File: src/rtl/waq_pkg.sv
// Package for the waiting queue: sizes, command and status codes, and the
// entry and compare-unit types. Depends on nothing.
`default_nettype none
package waq_pkg;

  localparam int QUEUE_DEPTH = 16;
  localparam int IDX_W = $clog2(QUEUE_DEPTH);
  localparam int CNT_W = $clog2(QUEUE_DEPTH + 1);
  localparam int KEY_W = 32;
  localparam int TICK_W = 32;
  localparam int POS_W = 5;

  localparam logic [CNT_W-1:0] QD_CNT = CNT_W'(QUEUE_DEPTH);

  // Command kinds.
  localparam logic [2:0] KIND_ARRIVE   = 3'd0;
  localparam logic [2:0] KIND_WITHDRAW = 3'd1;
  localparam logic [2:0] KIND_SERVE    = 3'd2;
  localparam logic [2:0] KIND_LIST     = 3'd3;
  localparam logic [2:0] KIND_TICK     = 3'd4;
  localparam logic [2:0] KIND_CLEAR    = 3'd5;

  // Result status codes.
  localparam logic [1:0] ST_OK       = 2'd0;
  localparam logic [1:0] ST_EMPTY    = 2'd1;
  localparam logic [1:0] ST_FULL     = 2'd2;
  localparam logic [1:0] ST_NOTFOUND = 2'd3;

  typedef struct packed {
    logic [KEY_W-1:0]  key;
    logic [TICK_W-1:0] arrival;
  } entry_t;

  typedef struct packed {
    logic              eq;
    logic [TICK_W-1:0] waited;
  } alu_res_t;

  // One-based position, masked to the width of the result field.
  function automatic logic [POS_W-1:0] to_pos(input logic [CNT_W-1:0] n);
    logic [CNT_W+POS_W-1:0] w;
    w = {{POS_W{1'b0}}, n};
    return w[POS_W-1:0];
  endfunction

endpackage
`default_nettype wire

File: src/rtl/waiting_queue_with_cancel.sv
// Waiting queue with removal by key; one request is one command, taken only while idle.
// Arrive, tick, clear and the empty cases give a single result; serve captures the head
// key and shifts the rest up; withdraw searches for the key and shifts on a hit; list
// gives one result per entry, one per cycle while the output does not stall.
// A request is taken the cycle after its last result is made. Reset clears the count,
// tick counter and control; entries stay as they are.
`default_nettype none
module waiting_queue_with_cancel (
  input  wire logic                        clk,
  input  wire logic                        rst_n,
  input  wire logic                        in_valid,
  output logic                             in_stall,
  input  wire logic [2:0]                  in_kind,
  input  wire logic [waq_pkg::KEY_W-1:0]   in_name_key,
  output logic                             out_valid,
  input  wire logic                        out_stall,
  output logic [1:0]                       out_status,
  output logic [waq_pkg::KEY_W-1:0]        out_person_key,
  output logic [waq_pkg::POS_W-1:0]        out_position,
  output logic [waq_pkg::TICK_W-1:0]       out_waited_ticks,
  output logic                             out_last
);
  import waq_pkg::*;

  // Sequencer states.
  localparam logic [2:0] S_IDLE  = 3'd0;  // ready for a request
  localparam logic [2:0] S_RESP  = 3'd1;  // single result waits for the output register
  localparam logic [2:0] S_SRCH  = 3'd2;  // withdraw: walk the entries for a key match
  localparam logic [2:0] S_SHEAD = 3'd3;  // serve: capture the head key
  localparam logic [2:0] S_SHIFT = 3'd4;  // move the entries behind a removed one up
  localparam logic [2:0] S_LOUT  = 3'd5;  // list: one entry per result

  logic [2:0]        state_r, state_nxt;
  logic [CNT_W-1:0]  count_r, count_nxt;
  logic [TICK_W-1:0] tick_r, tick_nxt;
  logic [KEY_W-1:0]  key_r, key_nxt;
  logic [CNT_W-1:0]  rd_idx_r, rd_idx_nxt;
  logic              pipe_vld_r, pipe_vld_nxt;
  logic [CNT_W-1:0]  pipe_idx_r, pipe_idx_nxt;
  logic [1:0]        res_status_r, res_status_nxt;
  logic [KEY_W-1:0]  res_key_r, res_key_nxt;

  logic              out_valid_r, out_valid_nxt;
  logic [1:0]        out_status_r;
  logic [KEY_W-1:0]  out_key_r;
  logic [POS_W-1:0]  out_pos_r;
  logic [TICK_W-1:0] out_wait_r;
  logic              out_last_r;

  // Result handed to the output register in this cycle.
  logic              emit;
  logic [1:0]        em_status;
  logic [KEY_W-1:0]  em_key;
  logic [POS_W-1:0]  em_pos;
  logic [TICK_W-1:0] em_wait;
  logic              em_last;

  logic              mem_wr_en;
  logic [IDX_W-1:0]  mem_wr_addr;
  entry_t            mem_wr_data;
  logic              mem_rd_en;
  logic [IDX_W-1:0]  mem_rd_addr;
  entry_t            mem_rd_data;
  alu_res_t          alu_res;

  logic              out_free;
  logic              in_accept;
  logic [CNT_W-1:0]  next_idx;
  logic [CNT_W-1:0]  wr_idx;

  waq_mem u_mem (
    .clk     (clk),
    .wr_en   (mem_wr_en),
    .wr_addr (mem_wr_addr),
    .wr_data (mem_wr_data),
    .rd_en   (mem_rd_en),
    .rd_addr (mem_rd_addr),
    .rd_data (mem_rd_data)
  );

  // The one compare/subtract unit works on whatever entry the read port last
  // returned: the search compares its key, the list walk takes its age.
  waq_alu u_alu (
    .key_a    (mem_rd_data.key),
    .key_b    (key_r),
    .tick_now (tick_r),
    .arrival  (mem_rd_data.arrival),
    .res      (alu_res)
  );

  // The block takes a request only when the sequencer is idle. A finished
  // result may still sit in the output register at that time.
  assign in_stall  = (state_r != S_IDLE);
  assign in_accept = in_valid && (state_r == S_IDLE);
  assign out_free  = !out_valid_r || !out_stall;
  assign next_idx  = rd_idx_r + CNT_W'(1);
  assign wr_idx    = pipe_idx_r - CNT_W'(1);

  always_comb begin
    state_nxt      = state_r;
    count_nxt      = count_r;
    tick_nxt       = tick_r;
    key_nxt        = key_r;
    rd_idx_nxt     = rd_idx_r;
    pipe_vld_nxt   = pipe_vld_r;
    pipe_idx_nxt   = pipe_idx_r;
    res_status_nxt = res_status_r;
    res_key_nxt    = res_key_r;
    mem_wr_en      = 1'b0;
    mem_wr_addr    = '0;
    mem_wr_data    = '0;
    mem_rd_en      = 1'b0;
    mem_rd_addr    = '0;
    emit           = 1'b0;
    em_status      = ST_OK;
    em_key         = '0;
    em_pos         = '0;
    em_wait        = '0;
    em_last        = 1'b1;

    case (state_r)
      S_IDLE: begin
        if (in_valid) begin
          key_nxt = in_name_key;
          case (in_kind)
            KIND_ARRIVE: begin
              res_key_nxt = in_name_key;
              if (count_r == QD_CNT) begin
                res_status_nxt = ST_FULL;
              end else begin
                // Append at the tail, stamped with the current tick.
                mem_wr_en           = 1'b1;
                mem_wr_addr         = count_r[IDX_W-1:0];
                mem_wr_data.key     = in_name_key;
                mem_wr_data.arrival = tick_r;
                count_nxt           = count_r + CNT_W'(1);
                res_status_nxt      = ST_OK;
              end
              state_nxt = S_RESP;
            end
            KIND_WITHDRAW: begin
              rd_idx_nxt   = '0;
              pipe_vld_nxt = 1'b0;
              state_nxt    = S_SRCH;
            end
            KIND_SERVE: begin
              if (count_r == '0) begin
                res_status_nxt = ST_EMPTY;
                res_key_nxt    = '0;
                state_nxt      = S_RESP;
              end else begin
                mem_rd_en   = 1'b1;
                mem_rd_addr = '0;
                state_nxt   = S_SHEAD;
              end
            end
            KIND_LIST: begin
              if (count_r == '0) begin
                res_status_nxt = ST_EMPTY;
                res_key_nxt    = '0;
                state_nxt      = S_RESP;
              end else begin
                mem_rd_en   = 1'b1;
                mem_rd_addr = '0;
                rd_idx_nxt  = '0;
                state_nxt   = S_LOUT;
              end
            end
            KIND_TICK: begin
              tick_nxt       = tick_r + TICK_W'(1);
              res_status_nxt = ST_OK;
              res_key_nxt    = '0;
              state_nxt      = S_RESP;
            end
            KIND_CLEAR: begin
              count_nxt      = '0;
              res_status_nxt = ST_OK;
              res_key_nxt    = '0;
              state_nxt      = S_RESP;
            end
            default: begin
              // Undefined kinds are dropped without a result.
              state_nxt = S_IDLE;
            end
          endcase
        end
      end

      S_RESP: begin
        if (out_free) begin
          emit      = 1'b1;
          em_status = res_status_r;
          em_key    = res_key_r;
          state_nxt = S_IDLE;
        end
      end

      S_SRCH: begin
        // Reads run one entry ahead of the compare; the front-most match wins.
        if (pipe_vld_r && alu_res.eq) begin
          res_status_nxt = ST_OK;
          res_key_nxt    = key_r;
          rd_idx_nxt     = pipe_idx_r + CNT_W'(1);
          pipe_vld_nxt   = 1'b0;
          state_nxt      = S_SHIFT;
        end else if (rd_idx_r < count_r) begin
          mem_rd_en    = 1'b1;
          mem_rd_addr  = rd_idx_r[IDX_W-1:0];
          pipe_vld_nxt = 1'b1;
          pipe_idx_nxt = rd_idx_r;
          rd_idx_nxt   = next_idx;
        end else begin
          res_status_nxt = ST_NOTFOUND;
          res_key_nxt    = key_r;
          pipe_vld_nxt   = 1'b0;
          state_nxt      = S_RESP;
        end
      end

      S_SHEAD: begin
        res_status_nxt = ST_OK;
        res_key_nxt    = mem_rd_data.key;
        rd_idx_nxt     = CNT_W'(1);
        pipe_vld_nxt   = 1'b0;
        state_nxt      = S_SHIFT;
      end

      S_SHIFT: begin
        // Entry read last cycle moves one place toward the head while the
        // next one is read.
        if (pipe_vld_r) begin
          mem_wr_en   = 1'b1;
          mem_wr_addr = wr_idx[IDX_W-1:0];
          mem_wr_data = mem_rd_data;
        end
        if (rd_idx_r < count_r) begin
          mem_rd_en    = 1'b1;
          mem_rd_addr  = rd_idx_r[IDX_W-1:0];
          pipe_vld_nxt = 1'b1;
          pipe_idx_nxt = rd_idx_r;
          rd_idx_nxt   = next_idx;
        end else begin
          pipe_vld_nxt = 1'b0;
          count_nxt    = count_r - CNT_W'(1);
          state_nxt    = S_RESP;
        end
      end

      S_LOUT: begin
        // The read of the following entry is issued only when the current
        // one leaves, so a stalled output keeps its data in the read register.
        if (out_free) begin
          emit      = 1'b1;
          em_status = ST_OK;
          em_key    = mem_rd_data.key;
          em_pos    = to_pos(next_idx);
          em_wait   = alu_res.waited;
          em_last   = (next_idx == count_r);
          if (next_idx == count_r) begin
            state_nxt = S_IDLE;
          end else begin
            mem_rd_en   = 1'b1;
            mem_rd_addr = next_idx[IDX_W-1:0];
            rd_idx_nxt  = next_idx;
          end
        end
      end

      default: begin
        state_nxt = S_IDLE;
      end
    endcase
  end

  // The output register is loaded whenever a result is made; otherwise it
  // empties once its result is taken.
  always_comb begin
    if (emit) begin
      out_valid_nxt = 1'b1;
    end else if (out_valid_r && !out_stall) begin
      out_valid_nxt = 1'b0;
    end else begin
      out_valid_nxt = out_valid_r;
    end
  end

  always_ff @(posedge clk) begin
    if (!rst_n) begin
      state_r     <= S_IDLE;
      count_r     <= '0;
      tick_r      <= '0;
      pipe_vld_r  <= 1'b0;
      out_valid_r <= 1'b0;
    end else begin
      state_r     <= state_nxt;
      count_r     <= count_nxt;
      tick_r      <= tick_nxt;
      pipe_vld_r  <= pipe_vld_nxt;
      out_valid_r <= out_valid_nxt;
    end
  end

  always_ff @(posedge clk) begin
    key_r        <= key_nxt;
    rd_idx_r     <= rd_idx_nxt;
    pipe_idx_r   <= pipe_idx_nxt;
    res_status_r <= res_status_nxt;
    res_key_r    <= res_key_nxt;
    if (emit) begin
      out_status_r <= em_status;
      out_key_r    <= em_key;
      out_pos_r    <= em_pos;
      out_wait_r   <= em_wait;
      out_last_r   <= em_last;
    end
  end

  assign out_valid        = out_valid_r;
  assign out_status       = out_status_r;
  assign out_person_key   = out_key_r;
  assign out_position     = out_pos_r;
  assign out_waited_ticks = out_wait_r;
  assign out_last         = out_last_r;

`ifndef NO_ASSERTIONS
  a_arrive_grows: assert property (@(posedge clk) disable iff (!rst_n)
    (in_accept && in_kind == KIND_ARRIVE && count_r < QD_CNT)
      |=> count_r == $past(count_r) + CNT_W'(1))
    else $error("arrive into a queue with room did not grow the count");

  a_tick_adv: assert property (@(posedge clk) disable iff (!rst_n)
    (in_accept && in_kind == KIND_TICK) |=> tick_r == $past(tick_r) + TICK_W'(1))
    else $error("tick request did not advance the tick counter");

  a_list_end: assert property (@(posedge clk) disable iff (!rst_n)
    (state_r == S_LOUT && emit && em_last) |=> state_r == S_IDLE && out_last_r)
    else $error("list walk did not finish on its last result");

  a_read_bound: assert property (@(posedge clk) disable iff (!rst_n)
    (mem_rd_en && state_r != S_IDLE) |-> count_r != '0 && rd_idx_r < count_r)
    else $error("walk read beyond the filled entries");
`endif

endmodule
`default_nettype wire

File: src/rtl/waq_mem.sv
// Entry storage of the waiting queue: one write port and one read port with
// a registered, enabled read. Depends on waq_pkg.
`default_nettype none
module waq_mem (
  input  wire logic                   clk,
  input  wire logic                   wr_en,
  input  wire logic [waq_pkg::IDX_W-1:0] wr_addr,
  input  wire waq_pkg::entry_t        wr_data,
  input  wire logic                   rd_en,
  input  wire logic [waq_pkg::IDX_W-1:0] rd_addr,
  output waq_pkg::entry_t             rd_data
);
  import waq_pkg::*;

  entry_t mem [QUEUE_DEPTH];
  entry_t rd_data_r;

  always_ff @(posedge clk) begin
    if (wr_en) begin
      mem[wr_addr] <= wr_data;
    end
  end

  // Read data holds until the next read, so a stalled walk can wait on it.
  always_ff @(posedge clk) begin
    if (rd_en) begin
      rd_data_r <= mem[rd_addr];
    end
  end

  assign rd_data = rd_data_r;

endmodule
`default_nettype wire

File: src/rtl/waq_alu.sv
// Shared compare and subtract unit: key match for the search and ticks
// waited for the list walk. Depends on waq_pkg.
`default_nettype none
module waq_alu (
  input  wire logic [waq_pkg::KEY_W-1:0]  key_a,
  input  wire logic [waq_pkg::KEY_W-1:0]  key_b,
  input  wire logic [waq_pkg::TICK_W-1:0] tick_now,
  input  wire logic [waq_pkg::TICK_W-1:0] arrival,
  output waq_pkg::alu_res_t               res
);
  import waq_pkg::*;

  always_comb begin
    res.eq     = (key_a == key_b);
    res.waited = tick_now - arrival;
  end

endmodule
`default_nettype wire
File: config.mk
export PLATFORM = sky130hd
export DESIGN_NAME = waiting_queue_with_cancel
export DESIGN_NICKNAME = d
export VERILOG_FILES = /design/src/rtl/waq_pkg.sv /design/src/rtl/waiting_queue_with_cancel.sv /design/src/rtl/waq_mem.sv /design/src/rtl/waq_alu.sv
export SDC_FILE = /design/constraint.sdc
export NUM_CORES = 1
export LEC_CHECK = 0
export ABC_CLOCK_PERIOD_IN_PS = 9350
export BUFFER_PORTS_ARGS = -buffer_cell sky130_fd_sc_hd__buf_2
export CORE_MARGIN = 1
export CORE_UTILIZATION = 35
export DETAILED_ROUTE_END_ITERATION = 16
export SETUP_SLACK_MARGIN = 0.5
export SYNTH_ARGS = -nofsm -noshare
export SYNTH_HDL_FRONTEND = slang
export SYNTH_SLANG_ARGS = --single-unit
File: constraint.sdc
create_clock -name clk -period 9.35 [get_ports clk]
set_clock_uncertainty 0.2 [all_clocks]
set_input_delay 1.87 -clock clk [delete_from_list [all_inputs] [get_ports clk]]
set_output_delay 1.87 -clock clk [all_outputs]
set_load 0.02 [all_outputs]
==> results of run 1 <==
[cells by family after synthesis]
| logic type | share of synthesized area (%) |
|---|---|
| AOI/OAI and AO/OA | 8.561 |
| xor gates and xnor gates | 1.511 |
| adders and majority gates | 1.048 |
| buffers and inverters | 2.433 |
| DFF | 71.31 |
| muxes | 4.513 |
| and+or+nand+nor | 10.62 |
[synthesized netlist by cell type (6+ instances only)]
library cell / number
a211oi_1: 6
nand2b_1: 11
edfxtp_1: 1236
dfxtp_1: 42
nand3_1: 188
o21ai_0: 226
xnor2_1: 61
a21oi_1: 41
a32oi_1: 94
buf_6: 6
buf_2: 66
ha_1: 43
a22o_1: 34
buf_4: 13
nand2_1: 491
clkbuf_1: 146
nor2b_1: 21
or3_1: 8
nor3_1: 55
and3_1: 59
buf_1: 9
and4_1: 25
inv_1: 56
nor2_1: 121
a2111o_1: 44
a21o_1: 12
a21boi_0: 12
mux2i_1: 240
and2_1: 35
a32o_1: 82
xor2_1: 23
nand4_1: 141
[path summary, 6_finish.rpt]
kind / from / end / slack (ps)
worst max-delay path: count_r[1] / u_mem.rd_data[56] / 3300
worst min-delay path: out_valid / out_valid / 340
worst min register to register: out_valid / out_valid / 340
worst max register to register: count_r[1] / u_mem.rd_data[56] / 3300
[final cells by class]
cell class	instances	area (µm²)	share of cell area (%)
Inverter	58	219.0	0.3621
Timing Repair Buffer	200	1371	2.268
Clock buffer	132	3048	5.040
Clock inverter	95	1140	1.885
Multi-Input combinational cell	2163	14220	23.51
Tap cell	2016	2522	4.171
Sequential cell	1278	37960	62.77
[state kept, by name, indices dropped and copies added (netlist names)]
| register | count |
|---|---|
| state_r | 3 |
| rd_idx_r | 5 |
| count_r | 5 |
| key_r | 32 |
| tick_r | 32 |
| u_mem.mem | 1024 |
| out_position | 5 |
| out_status | 2 |
| res_key_r | 32 |
| u_mem.rd_data | 64 |
| pipe_idx_r | 5 |
| out_waited_ticks | 32 |
| out_valid | 1 |
| res_status_r | 2 |
| out_last | 1 |
| pipe_vld_r | 1 |
| out_person_key | 32 |
[metrics by stage]
stage | hold WS, ps | power [W] | cells | instance area (µm²)
6_report | 342.4 | 0.01182 | 5942 | 60480
4_1_cts | 346.6 | 0.01190 | 5942 | 60480
3_5_place_dp | 336.0 | 0.006761 | 5715 | 56290
3_3_place_gp | 329.4 | 0.006758 | 5715 | 56290
2_1_floorplan | 248.6 | 0.006631 | 3739 | 53230
5_1_grt | 372.4 | 0.01213 | 5942 | 60480
[per-layer routing]
metal / GRT usage (%) / up-vias
met3: 2.610 / 210
met2: 29.79 / 1429
li1: - / 14655
met1: 26.24 / 16787
met4: 5.646 / 2
met5: 0 / -
[where the power goes]
group	switching, W	internal [W]	leakage, nW	total [W]
combinational	0.000227	0.0000981	7.68	0.000325
sequential	0.0000315	0.00628	10.9	0.00631
clock	0.00220	0.00298	2.04	0.00518
[cells in the final DEF, fill, tap and decap left out, drive strengths merged, types with 8 or more instances in the layout]
master  count
bufinv     22
nor2b      21
a32o       82
nand2     492
and3       59
ha         43
o21ai     230
nand2b     11
inv        66
a32oi      94
or3         8
nor2      123
a21oi      42
a2111o     44
and2       35
nand3     189
xor2       23
nand4     141
mux2i     240
a21o       12
clkbuf    132
a22o       34
clkinv     58
nor3       58
xnor2      61
edfxtp   1236
buf       200
dfxtp      42
and4       25
a21boi     12
[critical path: stages, from the launching register on]
cell and delay, ps:
dfxtp_1 540, inv_1 200, ha_1 330, nand2_1 40, o21ai_0 340, nand2_1 90
nand2_1 190, clkinv_1 330, ha_1 310, a21boi_0 190, o21ai_4 140, buf_12 430
nand2_4 690, buf_12 460, a2111o_1 520, nand4_1 180, nor3_1 80
==> results.md, run 1 <==
- Run status: complete, no violations
- DRT iter0 DRCs: 3601
- DR vias/cell: ~5.6
- Ant diodes: 0
- DP Worst Slack: about 3100 ps
- Layout cells sized above 1: a little under an eighth
- Post-synth top area share: 69.73%
- Total core area: 150300 µm²
- Initial core utilization: 35.41%
- Hold depth: 2
- DR top layer: met5
- Final worst path period need: 6053 ps
- Crit path arrival time: 6340 ps
- Nets: 3904
- H-Tree Depth: 3
- Crit start category: flip-flop
- I/O Pins: ~110
- Die height: 392.0 µm
- Routed len/inst: 24.46 µm
- Synth area leaders: edfxtp_1, mux2i_1, nand2_1
- Post-Route Utilization: 40.23%
- Final HPWL DP: 81810 µm
- Post-CTS setup buffer count: 0
- Slew @ Worst Pin: 1197 ps
- P&R area growth vs syn: 13.62%
- Root buf cell: clkbuf_16
- Vias in the first global route: roughly 32000
- RSZ-0062 raised after global routing: no
- Final ANT Viol Nets: 0
- Main synth FF type: edfxtp_1
- Max-slew violation count: 0
- Netlist Area Pre-Place: between 50000 and 60000 µm²
- Die area: 153600 µm²
- Max clock buf depth: 3
- FMAX: 0.1652 GHz
- Met1 WL: 62420 µm
- CTS sink cnt: 1278
- Peak VDD IR: ~0.00015 V
- Max-slew headroom: 19.63%
- Initial antenna violation count: 1
- Cell count after synthesis: 3739
- # fillers: 13795
- #FFs+latches synth: ~1300
- Cell type with the largest total area after synthesis: edfxtp_1
- Static Leak: 20.66 nW
- RD Place Congestion: 0.8697
- Number of synthesized flops with an enable pin: 1236
- Number of cell rows: 142
- Die width: 392.0 µm
- Worst Path Required: around 9600 ps
- Clock slew at reported path FFs: about 70 ps
- Register area share after synthesis: 71.31%
- Post-CTS Resized: 0
- Met3 wire len: 11030 µm
- All-layer global routing usage: 18.64%
- Hold Buf Count CTS: 0
- Drt drc: 0
- Power density over cell area: 195.4 nW/µm²
- Syn Nets: 3822
- Max Cap Viol: 0
- # setup viols final: 0
- Total congestion overflow: 0
- Average cell area after synthesis: 14.24 µm²
- Met2 WL post-DR: approximately 68000 µm
- HP Class: reg2reg
- Largest net degree at the start of global routing: 166
- Clk_lat worst skew: 750 ps
- Max FO, Critical Path: roughly 170
- Critical Path Sink Type: flip-flop
- Ys async rst share: 0%
- DR pass1 iterations: 6
- WL final: ~150000 µm
- Synth warn: 0
- Post-route setup TNS: 0 ps
- Vias: 33083
- I/O Buffers: 112
- Final hold violations: 0
- Cts bufs inserted: 120
- Worst R2R Path Depth: 16
- Final WS setup: 3297 ps
- Crit share post-route: roughly 65%
- Setup CP Type: reg2reg
- Synth cell types: 80
- Global-route wire length before repair: around 210000 µm
- CTS tree: yes
(Power assumes the default switching activity.)
==> run 2: changes to the inputs <==
--- a/config.mk
+++ b/config.mk
@@ -5,7 +5,7 @@
 export SDC_FILE = /design/constraint.sdc
 export NUM_CORES = 1
 export LEC_CHECK = 0
-export ABC_CLOCK_PERIOD_IN_PS = 9350
+export ABC_CLOCK_PERIOD_IN_PS = 6300
 export BUFFER_PORTS_ARGS = -buffer_cell sky130_fd_sc_hd__buf_2
 export CORE_MARGIN = 1
 export CORE_UTILIZATION = 35
==> constraint.sdc (replaced) <==
create_clock -name clk -period 6.3 [get_ports clk]
set_clock_uncertainty 0.2 [all_clocks]
set_input_delay 1.26 -clock clk [delete_from_list [all_inputs] [get_ports clk]]
set_output_delay 1.26 -clock clk [all_outputs]
set_load 0.02 [all_outputs]
==> run 2 against run 1 <==
  * Global-route usage increased by 0.85 points
  * Utilization increased by 0.21 points
  * Critical path depth decreased by 1
  * Sequential share of layout area decreased by 0.33 points
  * First-iteration DRC count increased by 3.4%
  * Largest power group unchanged
  * Final cell count increased by 0.40%
  * Count of clock-buffer cells in the layout increased by 15
  * Via count increased by 1.1%
==> results.md, run 2 (synthesized netlist as in run 1, its figures left out) <==
- Run status: complete, no violations
- Max-slew headroom: 19.11% (-0.53 points)
- Largest net degree at the start of global routing: 165 (-0.60%)
- Initial antenna violation count: 0 (-1)
- RSZ-0062 raised after global routing: no
- Total core area: 150300 µm² (unchanged)
- Worst Path Required: 6550 ps (-3090 ps)
- Initial core utilization: 35.41% (unchanged)
- I/O Pins: 113 (unchanged)
- Post-CTS Resized: 0 (unchanged)
- Root buf cell: clkbuf_16
- Max-slew violation count: 0 (unchanged)
- Power density over cell area: 282.0 nW/µm² (+44%)
- Final HPWL DP: 85090 µm (+4.0%)
- All-layer global routing usage: 19.48% (+0.85 points)
- # placed instances: 5748 (+0.58%)
- Number of cell rows: 142 (unchanged)
- Routed len/inst: 25.50 µm (+4.3%)
- Nets: 3937 (+0.85%)
- DR vias/cell: 5.608 (+0.73%)
- Crit share post-route: 83.17% (+18 points)
- RD Place Congestion: 0.8326 (-4.3%)
- Die height: 392.0 µm (unchanged)
- Clk_lat worst skew: 740 ps (about the same)
- Hold depth: 2 (unchanged)
- Clock slew at reported path FFs: 70 ps (about the same)
- WHS: 345.6 ps (+3.224 ps)
- Final ANT Viol Nets: 0 (unchanged)
- Max Cap Viol: 0 (unchanged)
- Global-route wire length before repair: 221900 µm (+3.2%)
- Max clock buf depth: 3 (unchanged)
- Die area: 153600 µm² (unchanged)
- I/O Buffers: 112 (unchanged)
- FMAX: 0.1909 GHz (+16%)
- Most frequent cells in the layout: edfxtp_1, nand2_1, mux2i_1
- Hold Buf Count CTS: 0 (unchanged)
- Static Leak: 20.77 nW (+0.56%)
- Final hold violations: 0 (unchanged)
- R2R Path Start: count_r[1]
- Max FO, Critical Path: 95 (-42%)
- Crit path arrival time: 5490 ps (-850 ps)
- Worst R2R Path Depth: 15 (-1)
- Post-CTS setup buffer count: 0 (unchanged)
- # setup viols final: 0 (unchanged)
- HP Class: reg2reg
- CTS tree: yes
- DRT iter0 DRCs: 3723 (+3.4%)
- Die width: 392.0 µm (unchanged)
- Largest Register: u_mem.mem
- Slew @ Worst Pin: 1211 ps (+13.04 ps)
- Commonest non-fill, non-tap cell in the layout: edfxtp_1
- Critical Path Source: count_r[1]
- Peak VDD IR: 0.0002520 V (+64%)
- Final worst path period need: 5239 ps (-813.8 ps)
- P&R area growth vs syn: 14.21%
- Vias: 33460 (+1.1%)
- Cell Count, Final, Fillers Out: 5966 (+0.40%)
- Critical Path Sink Type: flip-flop
- Placement Cell Area: 56890 µm² (+1.1%)
- Layout cells sized above 1: 11.39% (+0.083 points)
- Vias in the first global route: 32015 (+0.82%)
- WL final: 152100 µm (+4.7%)
- Cts bufs inserted: 120 (unchanged)
- Drt drc: 0 (unchanged)
- Setup CP Type: reg2reg
- Hold path start: tick_r[7]
- Fin area: 60790 µm² (+0.52%)
- DR pass1 iterations: 6 (unchanged)
- H-Tree Depth: 3 (unchanged)
- Ant diodes: 0 (unchanged)
- CTS sink cnt: 1278 (unchanged)
- Crit start category: flip-flop
- Total congestion overflow: 0 (unchanged)
- Max reg flops: 1024 (unchanged)
[run 2: final timing paths]
| kind | slack (ps) | to |
|---|---|---|
| setup / recovery | 1060 | u_mem.rd_data[54] |
| hold reg to reg | 350 | tick_r[7] |
| setup reg to reg | 1060 | u_mem.rd_data[54] |
| hold / removal | 350 | tick_r[7] |
[run 2: metal layers]
| layer | wire (µm) | track usage, % | share of wire [%] |
|---|---|---|---|
| met5 | 0 | 0 | 0 |
| met4 | 3530 | 5.611 | 2.3 |
| met3 | 10500 | 2.416 | 6.9 |
| met2 | 73380 | 32.14 | 48 |
| met1 | 64720 | 26.88 | 43 |
[run 2: layout make-up]
| type | instances | area (µm²) |
|---|---|---|
| Fill cell | 13791 | 89520 |
| Sequential cell | 1278 | 37960 |
| Multi-Input combinational cell | 2163 | 14220 |
| Clock buffer | 147 | 3147 |
| Tap cell | 2016 | 2522 |
| Timing Repair Buffer | 233 | 1969 |
| Clock inverter | 71 | 757.0 |
| Inverter | 58 | 219.0 |
[run 2: through the flow]
| step | total power (W) | utilization (%) | setup TNS (ps) | setup slack [ps] |
|---|---|---|---|---|
| global route | 0.01759 | 40.44 | 0 | 755.5 |
| CTS | 0.01724 | 40.44 | 0 | 1075 |
| global placement | 0.01005 | 37.85 | 0 | 1000 |
| finish | 0.01714 | 40.44 | 0 | 1061 |
| floorplan | 0.009841 | - | -146810 | -305.9 |
| detailed placement | 0.01006 | 37.85 | 0 | 959.8 |
[run 2: power breakdown]
part	switching, W	leakage (nW)	internal [W]
Clock	0.00315	1.88	0.00411
Combinational	0.000360	7.96	0.000149
Sequential	0.0000457	10.9	0.00932
Total	0.00356	20.8	0.0136
[run 2: critical path, stage by stage (launching register included)]
cell and delay (ps):
dfxtp_1 530, inv_1 220, ha_1 250, a21oi_1 130, o21ai_0 160, nand2_1 90, nand2_1 140, clkinv_1 250
ha_1 200, a21boi_0 440, o21a_4 470, buf_4 860, o21ai_0 200, nand3_1 150, nand4_1 150, nor3_1 460
